$ cat src/design/utf8_to_ucs2_decoder_macros.svh
// Assertion macros shared by the decoder RTL.
`ifndef UTF8_TO_UCS2_DECODER_MACROS_SVH
`define UTF8_TO_UCS2_DECODER_MACROS_SVH

// Same-cycle implication, checked on clk, idle during reset.
`define U8U2_ASSERT_NOW(label, ante, cons) \
    label: assert property (@(posedge clk) disable iff (!rst_n) (ante) |-> (cons)) \
        else $error("decoder assertion failed");

// Next-cycle implication, checked on clk, idle during reset.
`define U8U2_ASSERT_NEXT(label, ante, cons) \
    label: assert property (@(posedge clk) disable iff (!rst_n) (ante) |=> (cons)) \
        else $error("decoder assertion failed");

`endif

$ cat src/design/u8u2_pkg.sv
// Types and constants of the UTF-8 to UCS-2 decoder.
package u8u2_pkg;

    typedef logic [1:0]  pending_t;
    typedef logic [15:0] unit_t;

    // Continuation bytes still expected after each kind of lead byte.
    localparam pending_t SEQ2_PENDING = 2'd1;
    localparam pending_t SEQ3_PENDING = 2'd2;
    localparam pending_t SKIP_PENDING = 2'd3;
    localparam pending_t LEAD_PENDING = 2'd0;

    // Replacement for a bad lead byte: ASCII question mark.
    localparam unit_t REPLACEMENT_UNIT = 16'h003F;
    localparam unit_t NUL_UNIT         = 16'h0000;

    localparam logic [7:0] NUL_BYTE = 8'h00;

endpackage

$ cat src/design/utf8_to_ucs2_decoder.sv
// UTF-8 to UCS-2 decoder: byte stream in, 16-bit code units out.
//
// One UTF-8 byte per request goes in, at most one 16-bit code unit per
// request comes out, and a byte can be accepted on every clock while
// in_stall is low. ASCII bytes pass straight through. 110xxxxx opens
// a two-byte sequence and 1110xxxx a three-byte one; the following bytes
// are taken as continuation bytes without checking, their low six bits
// shifted into the partial code unit, and the unit appears once the last
// byte is in. Any other lead byte yields '?' right away and the next three
// bytes are dropped. A zero byte always ends the string: it yields code unit
// 0 with end_of_string high and returns the decoder to the lead position,
// even in the middle of a sequence or a skip (the partial sequence is lost).
// Timing: the decode is one level of classification plus a shift-or between
// the decode state registers and the result register, so a byte's code unit
// is registered in the result or skid register at the edge that takes the
// byte, one byte per cycle while in_stall is low. A two-entry output (result
// plus skid register) decouples the sides: in_stall rises only when both
// are full, so input keeps flowing while a result waits to be taken.
module utf8_to_ucs2_decoder (
    input  logic        clk,
    input  logic        rst_n,

    input  logic        in_valid,
    output logic        in_stall,
    input  logic [7:0]  in_byte,

    output logic        out_valid,
    input  logic        out_stall,
    output logic [15:0] code_unit,
    output logic        end_of_string
);

    // Decode state
    u8u2_pkg::pending_t pending_reg, pending_next;
    logic               skipping_reg, skipping_next;
    u8u2_pkg::unit_t    partial_reg, partial_next;

    // Result of the byte on the input this cycle
    logic               res_valid;
    u8u2_pkg::unit_t    res_unit;
    logic               res_eos;
    u8u2_pkg::unit_t    merged;
    u8u2_pkg::pending_t pending_dec;

    // Output register and skid register
    logic               out_valid_reg, out_valid_next;
    u8u2_pkg::unit_t    out_unit_reg, out_unit_next;
    logic               out_eos_reg, out_eos_next;
    logic               skid_valid_reg, skid_valid_next;
    u8u2_pkg::unit_t    skid_unit_reg, skid_unit_next;
    logic               skid_eos_reg, skid_eos_next;

    logic               in_fire;
    logic               out_fire;

    assign in_stall = skid_valid_reg;
    assign in_fire  = in_valid && !skid_valid_reg;
    assign out_fire = out_valid_reg && !out_stall;

    assign out_valid     = out_valid_reg;
    assign code_unit     = out_unit_reg;
    assign end_of_string = out_eos_reg;

    // Byte decode
    always_comb
    begin
        pending_dec   = pending_reg - 2'd1;
        merged        = partial_reg
                      | ({10'd0, in_byte[5:0]} << ((pending_reg == u8u2_pkg::SEQ3_PENDING)
                                                   ? 4'd6 : 4'd0));
        pending_next  = pending_reg;
        skipping_next = skipping_reg;
        partial_next  = partial_reg;
        res_valid     = 1'b0;
        res_unit      = u8u2_pkg::NUL_UNIT;
        res_eos       = 1'b0;

        if (in_byte == u8u2_pkg::NUL_BYTE)
        begin
            // terminator: drop anything pending
            pending_next  = u8u2_pkg::LEAD_PENDING;
            skipping_next = 1'b0;
            partial_next  = u8u2_pkg::NUL_UNIT;
            res_valid     = 1'b1;
            res_eos       = 1'b1;
        end
        else if (pending_reg != u8u2_pkg::LEAD_PENDING)
        begin
            pending_next = pending_dec;
            if (skipping_reg)
            begin
                if (pending_dec == u8u2_pkg::LEAD_PENDING)
                begin
                    skipping_next = 1'b0;
                end
            end
            else if (pending_dec == u8u2_pkg::LEAD_PENDING)
            begin
                partial_next = u8u2_pkg::NUL_UNIT;
                res_valid    = 1'b1;
                res_unit     = merged;
            end
            else
            begin
                partial_next = merged;
            end
        end
        else
        begin
            case (in_byte) inside
                8'b0???_????:
                begin
                    res_valid = 1'b1;
                    res_unit  = {8'd0, in_byte};
                end
                8'b110?_????:
                begin
                    partial_next = {5'd0, in_byte[4:0], 6'd0};
                    pending_next = u8u2_pkg::SEQ2_PENDING;
                end
                8'b1110_????:
                begin
                    partial_next = {in_byte[3:0], 12'd0};
                    pending_next = u8u2_pkg::SEQ3_PENDING;
                end
                default:
                begin
                    // invalid lead: '?' now, then swallow three bytes
                    pending_next  = u8u2_pkg::SKIP_PENDING;
                    skipping_next = 1'b1;
                    partial_next  = u8u2_pkg::NUL_UNIT;
                    res_valid     = 1'b1;
                    res_unit      = u8u2_pkg::REPLACEMENT_UNIT;
                end
            endcase
        end
    end

    // Output register / skid steering
    always_comb
    begin
        out_valid_next  = out_valid_reg;
        out_unit_next   = out_unit_reg;
        out_eos_next    = out_eos_reg;
        skid_valid_next = skid_valid_reg;
        skid_unit_next  = skid_unit_reg;
        skid_eos_next   = skid_eos_reg;

        if (out_fire || !out_valid_reg)
        begin
            if (skid_valid_reg)
            begin
                out_valid_next  = 1'b1;
                out_unit_next   = skid_unit_reg;
                out_eos_next    = skid_eos_reg;
                skid_valid_next = 1'b0;
            end
            else
            begin
                out_valid_next = in_fire && res_valid;
                out_unit_next  = res_unit;
                out_eos_next   = res_eos;
            end
        end
        else if (in_fire && res_valid)
        begin
            // result register held: park the new result in the skid
            skid_valid_next = 1'b1;
            skid_unit_next  = res_unit;
            skid_eos_next   = res_eos;
        end
    end

    always_ff @(posedge clk or negedge rst_n)
    begin
        if (!rst_n)
        begin
            pending_reg    <= u8u2_pkg::LEAD_PENDING;
            skipping_reg   <= 1'b0;
            partial_reg    <= u8u2_pkg::NUL_UNIT;
            out_valid_reg  <= 1'b0;
            skid_valid_reg <= 1'b0;
        end
        else
        begin
            if (in_fire)
            begin
                pending_reg  <= pending_next;
                skipping_reg <= skipping_next;
                partial_reg  <= partial_next;
            end
            out_valid_reg  <= out_valid_next;
            skid_valid_reg <= skid_valid_next;
        end
    end

    always_ff @(posedge clk)
    begin
        out_unit_reg  <= out_unit_next;
        out_eos_reg   <= out_eos_next;
        skid_unit_reg <= skid_unit_next;
        skid_eos_reg  <= skid_eos_next;
    end

`include "utf8_to_ucs2_decoder_macros.svh"

    `U8U2_ASSERT_NOW(a_skid_behind_out, skid_valid_reg, out_valid_reg)
    `U8U2_ASSERT_NOW(a_skip_has_pending, skipping_reg,
                     pending_reg != u8u2_pkg::LEAD_PENDING)
    `U8U2_ASSERT_NOW(a_eos_unit_zero, out_valid_reg && out_eos_reg,
                     out_unit_reg == u8u2_pkg::NUL_UNIT)
    `U8U2_ASSERT_NEXT(a_nul_to_lead, in_fire && (in_byte == u8u2_pkg::NUL_BYTE),
                      (pending_reg == u8u2_pkg::LEAD_PENDING) && !skipping_reg)

endmodule
$ cat config.mk
export PLATFORM = sky130hd
export DESIGN_NAME = utf8_to_ucs2_decoder
export DESIGN_NICKNAME = d
export VERILOG_FILES = /design/src/design/u8u2_pkg.sv /design/src/design/utf8_to_ucs2_decoder.sv
export VERILOG_INCLUDE_DIRS = /design/src /design/src/design
export SDC_FILE = /design/constraint.sdc
export NUM_CORES = 1
export LEC_CHECK = 0
export ABC_AREA = 1
export BUFFER_PORTS_ARGS = -buffer_cell sky130_fd_sc_hd__buf_2
export CAP_MARGIN = 40
export CORE_MARGIN = 1
export CORE_UTILIZATION = 52
export DETAILED_ROUTE_END_ITERATION = 7
export HOLD_SLACK_MARGIN = 0.06
export PLACE_DENSITY = 0.76
export SLEW_MARGIN = 10
export SYNTH_ARGS = -nofsm -noshare
export SYNTH_HDL_FRONTEND = slang
export SYNTH_SLANG_ARGS = --single-unit
$ cat constraint.sdc
create_clock -name clk -period 2.1 [get_ports clk]
set_input_delay 0.42 -clock clk [delete_from_list [all_inputs] [get_ports clk]]
set_output_delay 0.42 -clock clk [all_outputs]
set_load 0.05 [all_outputs]
Yosys cells after proc, flatten, opt, wreduce, memory -nomap -nowiden
Cells that the tools add are included.
{"block": "op_classes", "magnitude_cmp": 0, "n_mux": 40, "bitwise": 2, "n_mul": 0, "add_sub_neg": 1, "n_shift": 1, "div_mod_pow": 0, "n_reduce_logical": 16, "n_eq_ne": 6}
{"cell": "$mux W16", "count": 12}
{"cell": "$mux W1", "count": 20}
{"cell": "$or A16 B16 Y16", "count": 1}
{"cell": "$shl A6 B3 Y16", "count": 1}
{"cell": "$mux W6", "count": 2}
{"cell": "$ne A3 B3 Y1 const B", "count": 3}
{"cell": "$logic_not A8 Y1", "count": 1}
{"cell": "$mux W2", "count": 4}
{"cell": "$mux W7", "count": 1}
{"cell": "$eq A4 B4 Y1 const B", "count": 1}
{"cell": "$reduce_and A2 Y1", "count": 2}
{"cell": "$reduce_and A4 Y1", "count": 1}
{"cell": "$reduce_bool A2 Y1", "count": 2}
{"cell": "$eq A3 B3 Y1 const B", "count": 1}
{"cell": "$logic_and A1 B1 Y1", "count": 3}
{"cell": "$logic_not A1 Y1", "count": 3}
{"cell": "$mux W3", "count": 1}
{"cell": "$reduce_and A3 Y1", "count": 1}
{"cell": "$reduce_bool A3 Y1", "count": 1}
{"cell": "$eq A2 B2 Y1 const B", "count": 1}
{"cell": "$logic_not A2 Y1", "count": 1}
{"cell": "$sub A2 B1 Y2 const B", "count": 1}
{"cell": "$logic_or A1 B1 Y1", "count": 1}
{"cell": "$not A1 Y1", "count": 1}
{"block": "totals", "elab_cells": 75, "romBits": 0, "n_memories": 0, "latch_bits": 0, "register_bits": 55, "in_bits": 12, "ramBits": 0}

Logic depth before layout (Yosys ltp)
Gate-level depths: netlist of run 1.
{"block": "depth", "depth_word": 9, "ltp_mapped": 10, "depth_no_buf": 10}

Worst setup path after synthesis of run 1
Ideal clock, no wire load.
{"block": "synth_path", "path_type": "register -> register", "start": "register out_valid_reg (netlist: out_valid)", "end": "register skid_eos_reg, enable pin", "required_time_ns": 1.709, "path_stages_with_launch": 3, "synth_period_minus_slack_ns": 2.373, "n_path_buf": 0, "setup_ns": 0.391, "arrival_ns": 1.982, "path_slack_ns": -0.273, "path_cell_list": "dfrtp_1 -> nand2_1 -> nor2_1"}
{"block": "synth_between", "elab_chain_cells": 4, "elab_cells_between_ends": 5}
{"element": "start: declaration", "line_no": "utf8_to_ucs2_decoder.sv:46", "rtl": "logic out_valid_reg, out_valid_next;"}
{"element": "start signal: assignment", "line_no": "utf8_to_ucs2_decoder.sv:192", "rtl": "out_valid_reg <= out_valid_next;"}
{"element": "$logic_and A1 B1 Y1 or $logic_not A1 Y1 (tied branches)", "line_no": "utf8_to_ucs2_decoder.sv:58, utf8_to_ucs2_decoder.sv:149"}
{"element": "$logic_or A1 B1 Y1 *", "line_no": "utf8_to_ucs2_decoder.sv:149", "rtl": "if (out_fire || !out_valid_reg)"}
{"element": "$not A1 Y1 (no line) *"}
{"element": "$reduce_and A2 Y1 (no line) *"}
{"element": "end signal: assignment", "line_no": "utf8_to_ucs2_decoder.sv:202", "rtl": "skid_eos_reg <= skid_eos_next;"}
{"element": "end: declaration", "line_no": "utf8_to_ucs2_decoder.sv:51", "rtl": "logic skid_eos_reg, skid_eos_next;"}
Mark *: on every way between the ends. The rest lies on a longest branch, timed or not.
A chain may end at the register's enable or synchronous reset.

Worst setup path after layout of run 1
{"block": "layout_path", "start": "register pending_reg[0]", "end": "register out_unit_reg[1] (netlist: code_unit[1]) (data pin)"}
{"block": "layout_between", "elab_chain_cells": 9, "elab_cells_between_ends": 12}
{"element": "start: declaration", "line_no": "utf8_to_ucs2_decoder.sv:34", "rtl": "u8u2_pkg::pending_t pending_reg, pending_next;"}
{"element": "start signal: assignment", "line_no": "utf8_to_ucs2_decoder.sv:178", "rtl": "pending_reg <= u8u2_pkg::LEAD_PENDING;"}
{"element": "start signal: assignment", "line_no": "utf8_to_ucs2_decoder.sv:188", "rtl": "pending_reg <= pending_next;"}
{"element": "$eq A2 B2 Y1", "line_no": "utf8_to_ucs2_decoder.sv:69", "rtl": "| ({10'd0, in_byte[5:0]} << ((pending_reg == u8u2_pkg::SEQ3_PENDING)"}
{"element": "$mux W3", "line_no": "utf8_to_ucs2_decoder.sv:70", "rtl": "? 4'd6 : 4'd0));"}
{"element": "$shl A6 B3 Y16", "line_no": "utf8_to_ucs2_decoder.sv:69"}
{"element": "$or A16 B16 Y16", "line_no": "utf8_to_ucs2_decoder.sv:69"}
{"element": "$mux W16", "line_no": "utf8_to_ucs2_decoder.sv:97", "rtl": "else if (pending_dec == u8u2_pkg::LEAD_PENDING)"}
{"element": "$mux W16", "line_no": "utf8_to_ucs2_decoder.sv:90", "rtl": "if (skipping_reg)"}
{"element": "$mux W16 *", "line_no": "utf8_to_ucs2_decoder.sv:87", "rtl": "else if (pending_reg != u8u2_pkg::LEAD_PENDING)"}
{"element": "$mux W16 *", "line_no": "utf8_to_ucs2_decoder.sv:78", "rtl": "if (in_byte == u8u2_pkg::NUL_BYTE)"}
{"element": "$mux W16 *", "line_no": "utf8_to_ucs2_decoder.sv:151", "rtl": "if (skid_valid_reg)"}
{"element": "end signal: assignment", "line_no": "utf8_to_ucs2_decoder.sv:199", "rtl": "out_unit_reg <= out_unit_next;"}
{"element": "end: declaration", "line_no": "utf8_to_ucs2_decoder.sv:47", "rtl": "u8u2_pkg::unit_t out_unit_reg, out_unit_next;"}
Marked as above.

==> impl_metrics.yaml, run 1 <==
sta:
  fmax_ghz: 0.569
  finalSetupViolCount: 0
  clock_skew_ps: 5.41
  min_period_ps: 1760
  worstMarginPinSlew_ps: 487
  fin_crit_sh: 0.836
  tns_ps: 0
  hold_violations: 0
  finalMaxSlewViolations: 0
  rsz0062_at_grt: "false"
  maxSlewHeadroom: 0.676
die:
  initial_core_util: 0.554
  die_w_microns: 73.9
  ios: 31
  dieHeight_microns: 73.9
  core_area_sq_um: 4850
  rows: 25
  die_area_sq_um: 5460
worst_setup_path:
  reg2reg_slack_ps: 340
  crit_fanout: 9
  r2r_cells: 6
  path_buf_inv: 1
  cp_common_cell: "a21oi_1"
  worst_path_dominant_cell_family: "compound AO/OA/AOI/OAI gates"
  r2r-end: "code_unit[1]"
  cp.required_ps: 2150
  startpoint_type: "flop"
  path_cells: "inv_1, nand2_1, a21oi_1, nor2_1, a21oi_1, o21ai_0"
  crit_type: "reg2reg"
  max_stage_delay_ps: 440
  cp-end-kind: "flop"
  cp.arrival_ps: 1810
  slowest_stage: "dfrtp_1"
  reg2reg_from: "pending_reg[0]"
global_routing:
  gr-usage-met3: 0.0439
  grt_max_degree: 22
  grt_usage: 0.214
  grt.met2_usage: 0.340
  grt_pass1_vias: 1937
  grt-ovfl-total: 0
  grt_pass1_wl_microns: 8630
  top_usage_layer: "met2"
  grtUsageMet1: 0.289
  grt_antenna_before_repair: 0
power_and_ir_drop:
  finalPower_mw: 4.33
  p_per_area_nw_per_um2: 1420
  vdd_drop_max_v: 0.000503
  p_leak_nw: 1.42
cells_and_area:
  nets: 351
  num_antenna_cells: 0
  final_util: 0.628
  fin_area_sq_um: 3050
  drive_gt1_frac: 0.200
  syn2layout_area_growth_pct: 13.3
  layout_commonest_cell: "nand2_1"
  layout_common_cells: "nand2_1, nor2_1, edfxtp_1, buf_2, inv_1"
detailed_routing:
  viasPerCell: 5.11
  dr_total_vias: 2078
  dr.pass1.iters: 4
  drc: 0
  wirelength_microns: 5230
  routedWlPerCell_microns: 12.8
  first_iter_violations: 124
  ant_nets: 0
place:
  postPlaceCellArea_sq_um: 2940
  routabilityCongestion: 0.901
  portBuffers: 30
  dp_hpwl_microns: 3830
clock_tree:
  worstSkewPairLatency_ps: 310
  htree_num_levels: 2
  path_clk_slew_ps: 90
  cts_buffers: 5
  cts_tree: "done"
  clockBufferDepth: 2
  cts_root_buffer: "clkbuf_8"
  post_cts_buffers: 0
  clkSinkCount: 55
  holdBufCountCts: 0
  cts_resized: 0
logic_synthesis:
  synth.avg_cell_area_sq_um: 8.93
  synth_seq_area_share: 0.575
  ys_seq_elements: 55
  syn_area_sq_um: 2690
  synthDistinctLibCells: 26
  ys_warn_count: 0
  synthesis.nets: 313
  syn_inst: 301
outcome:
  status: "complete, no violations"
worst_hold_path:
  hp-class: "in2async"
job:
  drv_cap: 0
synth_stat cells:
| cell type | n | share of area |
|---|---|---|
| o21ai_2 | 7 | 0.023 |
| nor2_2 | 1 | 0.0023 |
| nand2_4 | 1 | 0.0042 |
| buf_6 | 4 | 0.017 |
| dfrtp_1 | 21 | 0.20 |
| buf_1 | 1 | 0.0014 |
| inv_4 | 1 | 0.0023 |
| a21oi_1 | 14 | 0.026 |
| nand2_2 | 1 | 0.0023 |
| buf_2 | 1 | 0.0019 |
| o21ai_0 | 20 | 0.037 |
| o21ai_1 | 1 | 0.0019 |
| nand4_1 | 3 | 0.0070 |
| nand3_1 | 15 | 0.028 |
| o21a_1 | 1 | 0.0028 |
| buf_4 | 2 | 0.0056 |
| inv_2 | 1 | 0.0014 |
| nand2_1 | 99 | 0.14 |
| nor3_2 | 5 | 0.019 |
| nor2_4 | 1 | 0.0042 |
| inv_1 | 24 | 0.034 |
| nand3_4 | 1 | 0.0065 |
| a31oi_1 | 1 | 0.0023 |
| nor2_1 | 39 | 0.054 |
| clkbuf_1 | 2 | 0.0028 |
| edfxtp_1 | 34 | 0.38 |
worst max path at each step:
| stage | end | cells past startpoint | startpoint |
|---|---|---|---|
| finish | code_unit[1] | 6 | pending_reg[0] |
| CTS | code_unit[1] | 6 | pending_reg[0] |
| global placement | skid_unit_reg[8] | 8 | in_byte[7] |
| floorplan | skid_eos_reg | 2 | out_valid |
| global route | code_unit[0] | 6 | pending_reg[0] |
| detailed placement | skid_unit_reg[8] | 8 | in_byte[7] |
cells by family (layout without fill, tap and decap cells):
family	Yosys count	count (layout)	synth area share
buf+inv	36	75	0.0656
simple gates	166	166	0.266
flops	55	55	0.575
compound gates	44	44	0.0931
stage by stage:
| step | hold slack [ps] | worst slack (ps) | std cells |
|---|---|---|---|
| after global routing | 94.2 | 219 | 407 |
| after CTS | 70.4 | 351 | 407 |
| after floorplan | 124 | 167 | 301 |
| final | 60.6 | 344 | 407 |
| after global placement | 408 | 192 | 399 |
| after detailed placement | 409 | 154 | 399 |
layer usage:
metal	share of wire	vias up
met5	0	-
met4	0.019	0
met3	0.060	12
met2	0.46	68
met1	0.46	949
li1	-	1049
power breakdown:
group	switching (mW)	internal [mW]	leakage, nW
Sequential	0.126	1.53	0.627
Clock	0.330	0.356	0.0514
Combinational	1.46	0.532	0.738
layout make-up:
type	count	area, sq um
Inverter	26	100
Tap cell	67	83.8
Clock buffer	6	72.6
Sequential cell	55	1550
Clock inverter	2	37.5
Multi-Input combinational cell	210	972
Timing Repair Buffer	41	233
Fill cell	399	1800
Note: power is estimated with default switching activity, not from simulation.
==> run 2: changes to the inputs <==
clock period = 1.57 ns   (was 2.1 ns; I/O delays follow)
==> run 2 against run 1 <==
Via count rose by 6.1%; global-route usage up 1.0 points; die area is the same; non-clock buffer count increased by 30; design area rose by 11%; total power is 39% higher; highest routed layer unchanged.
==> impl_metrics.yaml, run 2 (same netlist as run 1, synthesis figures left out) <==
cells_and_area:
  nets: 381
  final_util: 0.695
  drive_gt1_frac: 0.303
  fin_area_sq_um: 3370
  layout_common_cells: "nand2_1, nor2_1, buf_4, edfxtp_1, buf_2"
  syn2layout_area_growth_pct: 25.4
  layout_commonest_cell: "nand2_1"
  num_antenna_cells: 0
global_routing:
  grt_max_degree: 22
  grt_pass1_wl_microns: 9020
  grt-ovfl-total: 0
  grt_antenna_before_repair: 0
  grt_usage: 0.224
  grt_pass1_vias: 2001
power_and_ir_drop:
  switching_share: 0.444
  power_frac_comb: 0.506
  finalPower_mw: 6.03
  p_sw_mw: 2.68
  p_per_area_nw_per_um2: 1790
  cellInternalPower_mw: 3.36
  vdd_drop_max_v: 0.000880
  clkPwrFrac: 0.125
  p_leak_nw: 1.58
  seq_power_share: 0.369
job:
  drv_cap: 0
worst_setup_path:
  startpoint_type: "flop"
  path_cells: "buf_4, nor2_4, nand3_4, nand3_4, nand2_4, nor2_4, clkbuf_16"
  cp.arrival_ps: 1570
  slowest_stage: "dfrtp_1"
  crit_type: "reg2reg"
  cp.required_ps: 1610
  cp-end-kind: "flop"
  crit_fanout: 8
  max_stage_delay_ps: 400
sta:
  hold_violations: 0
  fmax_ghz: 0.653
  finalMaxSlewViolations: 0
  min_period_ps: 1530
  setup_slack_ps: 39.3
  worstMarginPinSlew_ps: 487
  fin_crit_sh: 0.975
  fin_hold_ws_ps: 437
  finalSetupViolCount: 0
  clock_skew_ps: 5.14
  maxSlewHeadroom: 0.675
  rsz0062_at_grt: "true"
die:
  initial_core_util: 0.554
  die_w_microns: 73.9
  ios: 31
  dieHeight_microns: 73.9
  rows: 25
  core_area_sq_um: 4850
  die_area_sq_um: 5460
clock_tree:
  cts_root_buffer: "clkbuf_8"
  path_clk_slew_ps: 90
  clockBufferDepth: 2
  cts_buffers: 5
  cts_tree: "done"
  clkSinkCount: 55
  worstSkewPairLatency_ps: 310
  htree_num_levels: 2
detailed_routing:
  wirelength_microns: 5480
  dr.pass1.iters: 4
  routedWlPerCell_microns: 12.5
  viasPerCell: 5.04
  dr_total_vias: 2204
  drc: 0
  first_iter_violations: 99
  ant_nets: 0
place:
  postPlaceCellArea_sq_um: 3170
  routabilityCongestion: 0.956
  dp_hpwl_microns: 4140
  dpl_worst_slack_ps: -169
  portBuffers: 30
outcome:
  status: "complete, no violations"
worst_hold_path:
  hp-class: "in2reg"
run 2: stage by stage:
step / TNS [ps] / cells
floorplan: -2200 / 301
global placement: -4480 / 424
detailed placement: -5340 / 424
CTS: 0 / 433
global route: -299 / 437
finish: 0 / 437
run 2: final timing paths:
path                                 from  slack (ps)  cells after the start                end
min reg2reg                partial_reg[7]         490                      2     partial_reg[7]
min in group asynchronous           rst_n         490                      2     partial_reg[1]
min                            in_byte[2]         440                      6     partial_reg[8]
max                        pending_reg[0]          40                      7  skid_unit_reg[10]
max reg2reg                pending_reg[0]          40                      7  skid_unit_reg[10]
max in group asynchronous           rst_n         710                      2     pending_reg[1]
run 2: cell type report:
cell class | count | area, sq um
clock buffers | 5 | 68.8
repair buffers | 71 | 519
clock inverters | 3 | 20.0
inverters | 26 | 100
well taps | 67 | 83.8
multi-input cells | 210 | 1030
flip-flops and latches | 55 | 1550
fillers | 380 | 1480
run 2: power by group through the flow:
stage / sequential [mW] / clock, mW / combinational, mW
final: 2.22 / 0.756 / 3.05
after CTS: 2.21 / 0.776 / 2.88
after detailed placement: 2.24 / 0 / 2.87
after global routing: 2.27 / 0.828 / 3.34
after global placement: 2.23 / 0 / 2.83
after floorplan: 2.93 / 0 / 1.43
run 2: worst max-delay path, delay by kind of cell (launching register included):
kind | cells | cell delay, ps
and+or+nand+nor | 5 | 510
DFF | 1 | 400
buffers and inverters | 2 | 330
run 2: layer usage:
metal | routed length (microns) | track usage | share of wire | up-vias
li1 | - | - | - | 1113
met4 | 144 | 0.111 | 0.026 | 0
met5 | 0 | 0 | 0 | -
met2 | 2560 | 0.359 | 0.47 | 74
met3 | 238 | 0.0370 | 0.043 | 16
met1 | 2540 | 0.296 | 0.46 | 1001
run 2: timing repair:
item	CTS	global route
resized for setup	1	11
setup buffers	0	3
pin swaps	2	4
cloned	0	1
endpoints found under the setup margin	12	43
endpoints found under the hold margin	21	0
hold buffers	1	0
